[src/sv/salru_pkg.sv]
package salru_pkg;

  localparam int MaxSets    = 256;
  localparam int MaxWays    = 8;
  localparam int SetW       = $clog2(MaxSets);
  localparam int WayW       = $clog2(MaxWays);
  localparam int AddrW      = 64;
  localparam int TagW       = 64;
  localparam int StampW     = 32;
  localparam int CntW       = 32;
  localparam int OpW        = 2;
  localparam int OutcomeW   = 2;
  localparam int SetBitsW   = 4;
  localparam int WaysW      = 4;
  localparam int BlockBitsW = 6;
  localparam int CfgIdxW    = 2;
  localparam int CfgDataW   = 6;

  typedef enum logic [OpW-1:0] {
    OpLoad,
    OpStore,
    OpModify,
    OpFetch
  } op_e;

  typedef enum logic [OutcomeW-1:0] {
    OutHit,
    OutFill,
    OutEvict
  } outcome_e;

  typedef enum logic [CfgIdxW-1:0] {
    CfgSetBits,
    CfgWays,
    CfgBlockBits
  } cfg_idx_e;

  typedef struct packed {
    logic [MaxWays-1:0]             valid;
    logic [MaxWays-1:0][TagW-1:0]   tag;
    logic [MaxWays-1:0][StampW-1:0] stamp;
  } row_t;

  typedef struct packed {
    outcome_e        outcome;
    logic [WayW-1:0] way;
  } sel_t;

  function automatic logic [CntW-1:0] sat_inc(input logic [CntW-1:0] v);
    return (v == {CntW{1'b1}}) ? v : v + 1'b1;
  endfunction

endpackage

[src/sv/salru_way_sel.sv]
module salru_way_sel (
  input  salru_pkg::row_t                  row_i,
  input  logic [salru_pkg::TagW-1:0]       tag_i,
  input  logic [salru_pkg::WaysW-1:0]      ways_i,
  output salru_pkg::sel_t                  sel_o
);
  import salru_pkg::*;

  typedef struct packed {
    logic              cand;
    logic [StampW-1:0] stamp;
    logic [WayW-1:0]   way;
  } node_t;

  function automatic node_t pick(input node_t l, input node_t r);
    if (!r.cand) return l;
    if (!l.cand) return r;
    return (r.stamp < l.stamp) ? r : l;
  endfunction

  logic [MaxWays-1:0] in_use;
  logic [MaxWays-1:0] hit_vec;
  logic [MaxWays-1:0] free_vec;
  logic [WayW-1:0]    hit_way;
  logic [WayW-1:0]    free_way;
  node_t              tree [2*MaxWays-1];

  always_comb begin
    hit_way  = '0;
    free_way = '0;
    for (int w = 0; w < MaxWays; w++) begin
      in_use[w]   = ways_i > WaysW'(w);
      hit_vec[w]  = in_use[w] && row_i.valid[w] && (row_i.tag[w] == tag_i);
      free_vec[w] = in_use[w] && !row_i.valid[w];
    end
    for (int w = MaxWays - 1; w >= 0; w--) begin
      if (hit_vec[w]) hit_way = WayW'(w);
      if (free_vec[w]) free_way = WayW'(w);
    end
  end

  // lowest stamp, lower way wins ties
  always_comb begin
    for (int w = 0; w < MaxWays; w++) begin
      tree[MaxWays-1+w].cand  = in_use[w];
      tree[MaxWays-1+w].stamp = row_i.stamp[w];
      tree[MaxWays-1+w].way   = WayW'(w);
    end
    for (int n = MaxWays - 2; n >= 0; n--) begin
      tree[n] = pick(tree[2*n+1], tree[2*n+2]);
    end
  end

  always_comb begin
    if (|hit_vec) begin
      sel_o.outcome = OutHit;
      sel_o.way     = hit_way;
    end else if (|free_vec) begin
      sel_o.outcome = OutFill;
      sel_o.way     = free_way;
    end else begin
      sel_o.outcome = OutEvict;
      sel_o.way     = tree[0].way;
    end
  end

endmodule

[config.mk]
export PLATFORM = sky130hd
export DESIGN_NAME = salru_way_sel
export DESIGN_NICKNAME = d
export VERILOG_FILES = /design/src/sv/salru_pkg.sv /design/src/sv/salru_way_sel.sv
export SDC_FILE = /design/constraint.sdc
export NUM_CORES = 1
export LEC_CHECK = 0
export BUFFER_PORTS_ARGS = -buffer_cell sky130_fd_sc_hd__buf_2
export CAP_MARGIN = 10
export CORE_AREA = 2 2 332 334
export DETAILED_ROUTE_END_ITERATION = 6
export DIE_AREA = 0 0 334 336
export PLACE_DENSITY = 0.36
export REMOVE_ABC_BUFFERS = 1
export SLEW_MARGIN = 25
export SYNTH_ARGS = -nofsm -noshare
export SYNTH_HDL_FRONTEND = slang
export SYNTH_SLANG_ARGS = --single-unit
export TNS_END_PERCENT = 1
[constraint.sdc]
create_clock -name vclk -period 11.88
set_clock_uncertainty 0.05 [all_clocks]
set_input_delay 1.782 -clock vclk [all_inputs]
set_output_delay 1.782 -clock vclk [all_outputs]
set_load 0.05 [all_outputs]
Yosys cells after proc, flatten, opt, wreduce, memory -nomap -nowiden
Index checks and enable logic that the tools add are counted.
{"block": "op_classes", "eq_ne": 8, "reduce_logical": 34, "n_lt_le_gt_ge": 15, "mux": 67}
{"cell": "$mux W36", "n": 30}
{"cell": "$eq A64 B64 Y1", "n": 8}
{"cell": "$lt A32 B32 Y1", "n": 7}
{"cell": "$mux W3", "n": 21}
{"cell": "$logic_and A1 B1 Y1", "n": 24}
{"cell": "$gt A4 B3 Y1 const B", "n": 4}
{"cell": "$reduce_or A8 Y1", "n": 2}
{"cell": "$mux W1", "n": 14}
{"cell": "$mux W5", "n": 2}
{"cell": "$gt A4 B1 Y1 const B", "n": 2}
{"cell": "$gt A4 B2 Y1 const B", "n": 2}
{"cell": "$logic_not A1 Y1", "n": 8}
{"block": "word_totals", "output_inout_bits": 5, "in_bits": 844, "register_bits": 0, "elab_cells": 124}

Logic depth before layout (Yosys ltp)
{"block": "logic_depth", "ltp_word": 15, "mapped_depth": 33, "mapped_depth_nobuf": 30}

Worst setup path before layout
Ideal clock, no wire load.
{"block": "synth_timing", "kind": "input to output", "startpoint": "input port row_i[223] (netlist bit)", "endpoint": "output port sel_o[2] (netlist bit)", "required_time_ns": 10.048, "arrival_ns": 8.829, "cell_stages": 32, "slack_ns": 1.219, "n_path_buf": 3, "path_cell_list": "inv_1 > ha_1 > nand4_1 > o311ai_0 > a211oi_1 > o31a_1 > a31oi_1 > clkbuf_1 > mux2_2 > ha_1 > a211o_1 > a221o_1 > o221ai_1 > a31oi_1 > or4_1 > nor2_1 > nand2b_1 > buf_2 > buf_1 > nor2_1 > a21oi_1 > ha_1 > a21o_1 > a21o_1 > a211oi_1 > o21ai_0 > a21oi_1 > o2111ai_1 > a221o_1 > o31ai_2 > o21ai_0 > a21oi_1"}
{"item": "from (decl)", "line_no": "salru_way_sel.sv:2", "text": "input salru_pkg::row_t row_i,"}
{"item": "to (decl)", "line_no": "salru_way_sel.sv:5", "text": "output salru_pkg::sel_t sel_o"}

==> results.sh <==
export IMPL_grt_overflow_total=0
export IMPL_wirelength_mm=126
export IMPL_dieArea_um2=112000
export IMPL_status="complete, no violations"
export IMPL_holdWs_ns=4.25
export IMPL_initial_utilization_pct=12.7
export IMPL_wl_per_cell_um=29.8
export IMPL_leakagePower_nw=9.63
export IMPL_nFlopsAndLatches=0
export IMPL_die_y_um=336
export IMPL_hold_violations=0
export IMPL_die_w_um=334
export IMPL_use_met2_pct=30.5
export IMPL_ant_nets=0
export IMPL_port_buffers=849
export IMPL_drt_iter0_markers=1682
export IMPL_grt_antenna_before_repair=72
export IMPL_multi_input_area_um2=12600
export IMPL_fmax_mhz=87.7
export IMPL_drt_pass1_iter_count=6
export IMPL_max_cap_violations=0
export IMPL_setup_slack_ns=0.471
export IMPL_synth_warnings=0
export IMPL_period_minus_slack_ns=11.41
export IMPL_nClkBuffers=0
export IMPL_crit_end="sel_o[0]"
export IMPL_n_fill_cell=12700
export IMPL_startpoint="row_i[79]"
export IMPL_dp_cells=4187
export IMPL_hold_class="in -> out"
export IMPL_io_pin_count=849
export IMPL_cp_arrival_ns=9.58
export IMPL_p_total_w=0.00118
export IMPL_grt_pass1_vias=18300
export IMPL_pre_cts_ws_ns=0.347
export IMPL_end_kind="output port"
export IMPL_worstSetupPathDepth=34
export IMPL_grt_pass1_wl_mm=159
export IMPL_setup_viol=0
export IMPL_vdd_drop_max_v=0.0000358
export IMPL_critPathMaxFanout=32
export IMPL_regArea_um2=0
export IMPL_grt_setup_unrepaired="false"
export IMPL_coreArea_um2=108000
export IMPL_cp_required_ns=10.05
export IMPL_path_delay_family="compound AO/OA/AOI/OAI gates"
export IMPL_syn_avg_cell_area_um2=6.95
export IMPL_startpoint_type="input port"
export IMPL_ys_types=67
export IMPL_use_met3_pct=10.3
export IMPL_holdPathStages=6
export IMPL_vias=19000
export IMPL_route_detailed_drc=0
export IMPL_worst_pin_slew_ns=0.990
export IMPL_drv_slew=0
export IMPL_yosysSeqAreaShare_pct=0
export IMPL_slowest_stage="o41ai_1"
export IMPL_gp_congestion=1.02
export IMPL_fin_crit_sh_pct=96.0
export IMPL_grt_use_met1_pct=28.4
export IMPL_path_buf_inv=7
export IMPL_core_rowCount=121
export IMPL_fin_nets=3842
export IMPL_cpMostUsedCell="buf_4"
export IMPL_syn_area_um2=13700
export IMPL_syn_to_final_growth_pct=45.6
export IMPL_power_density_nw_per_um2=59.3
export IMPL_dp_hpwl_mm=114
export IMPL_relSlewSlack_pct=33.9
export IMPL_vias_per_cell=4.50
export IMPL_grt_max_degree=34
export IMPL_max_stage_delay_ns=0.60
export IMPL_grt_total_usage_pct=21.0
export IMPL_path_class="in -> out"
export IMPL_final_cells=4222
export IMPL_top_usage_layer="met2"
export IMPL_netlist_instances=1973
export IMPL_layout_drive_gt1_share_pct=34.4
per-layer routing:
layer | vias up | wire (um)
met5 | - | 712
met4 | 74 | 2340
met3 | 206 | 16000
met2 | 1022 | 51100
met1 | 8992 | 55700
li1 | 8716 | -
cells in the mapped netlist (18+ instances only):
cell type,count,share of area [%]
a21o_1,18,0.98
xor2_1,210,13
nand2b_1,31,1.4
xnor2_1,183,12
a211oi_1,18,0.98
nand2_1,119,3.3
nand3_1,24,0.88
mux2i_1,34,2.5
nor2b_1,25,1.1
nand4_1,96,4.4
clkbuf_1,82,2.2
nor3_1,23,0.84
mux2_2,31,2.5
ha_1,217,20
o21ai_0,100,3.6
a21oi_1,135,4.9
o2bb2ai_1,19,1.2
inv_1,204,5.6
nor2_1,115,3.1
o22ai_1,34,1.6
nor4_1,79,3.6
cells in the final DEF, fill, tap and decap left out, drive strengths merged, types with 17 or more instances in the layout:
cell type | netlist | layout
ha | 217 | 217
xnor2 | 183 | 183
a211oi | 18 | 18
nor2 | 115 | 115
nor4 | 80 | 80
inv | 205 | 205
mux2 | 31 | 31
nand2b | 31 | 31
o2bb2ai | 19 | 19
a21oi | 135 | 135
o21ai | 103 | 103
nor2b | 25 | 25
xor2 | 210 | 210
buf | 16 | 905
a22o | 17 | 17
a21o | 18 | 18
nand2 | 119 | 119
mux2i | 34 | 34
nor3 | 23 | 23
o22ai | 34 | 34
diode | 0 | 29
nand3 | 24 | 24
nand4 | 96 | 96
cell type report:
cell class,instances,area share [%]
antenna,29,0.363
multi-input combinational,1669,63.3
tap,1414,8.86
timing repair buffer,905,23.7
inverter,205,3.85
worst min path at each step:
stage	endpoint	start	slack, ns
2_1_floorplan	sel_o[4]	row_i[768]	3.96
3_3_place_gp	sel_o[2]	row_i[768]	4.26
3_5_place_dp	sel_o[2]	row_i[768]	4.25
4_1_cts	sel_o[2]	row_i[768]	4.26
5_1_grt	sel_o[2]	row_i[768]	4.36
6_report	sel_o[2]	row_i[768]	4.25
report_power, final:
group / switching (W) / internal (W) / total [W] / leakage, nW
Combinational: 0.000707 / 0.000478 / 0.00118 / 9.63
Sequential: 0 / 0 / 0 / 0
Clock: 0 / 0.000000000256 / 0.000000000256 / 0.000184
stage by stage:
step / area [um2] / TNS [ns] / util [%]
6_report: 20000 / 0 / 18.4
5_1_grt: 19900 / 0 / 18.4
4_1_cts: 19800 / 0 / 18.3
3_5_place_dp: 19800 / 0 / 18.3
3_3_place_gp: 19800 / 0 / 18.3
2_1_floorplan: 13300 / -3.17 / -
cell families after synthesis:
group                      after synthesis  share of synthesized area (%)
AOI/OAI and AO/OA                      457                           21.5
adders and majority gates              217                           19.8
buffers and inverters                  304                           8.51
and+or+nand+nor                        537                           20.1
xor gates and xnor gates               393                           25.1
muxes                                   65                           5.02
repair_timing:
item	in CTS	in global routing
gates resized for setup	0	1
hold buffers	0	0
setup buffers	0	6
setup endpoints to repair	0	3
No activity file was read; power rests on OpenSTA's default activity.
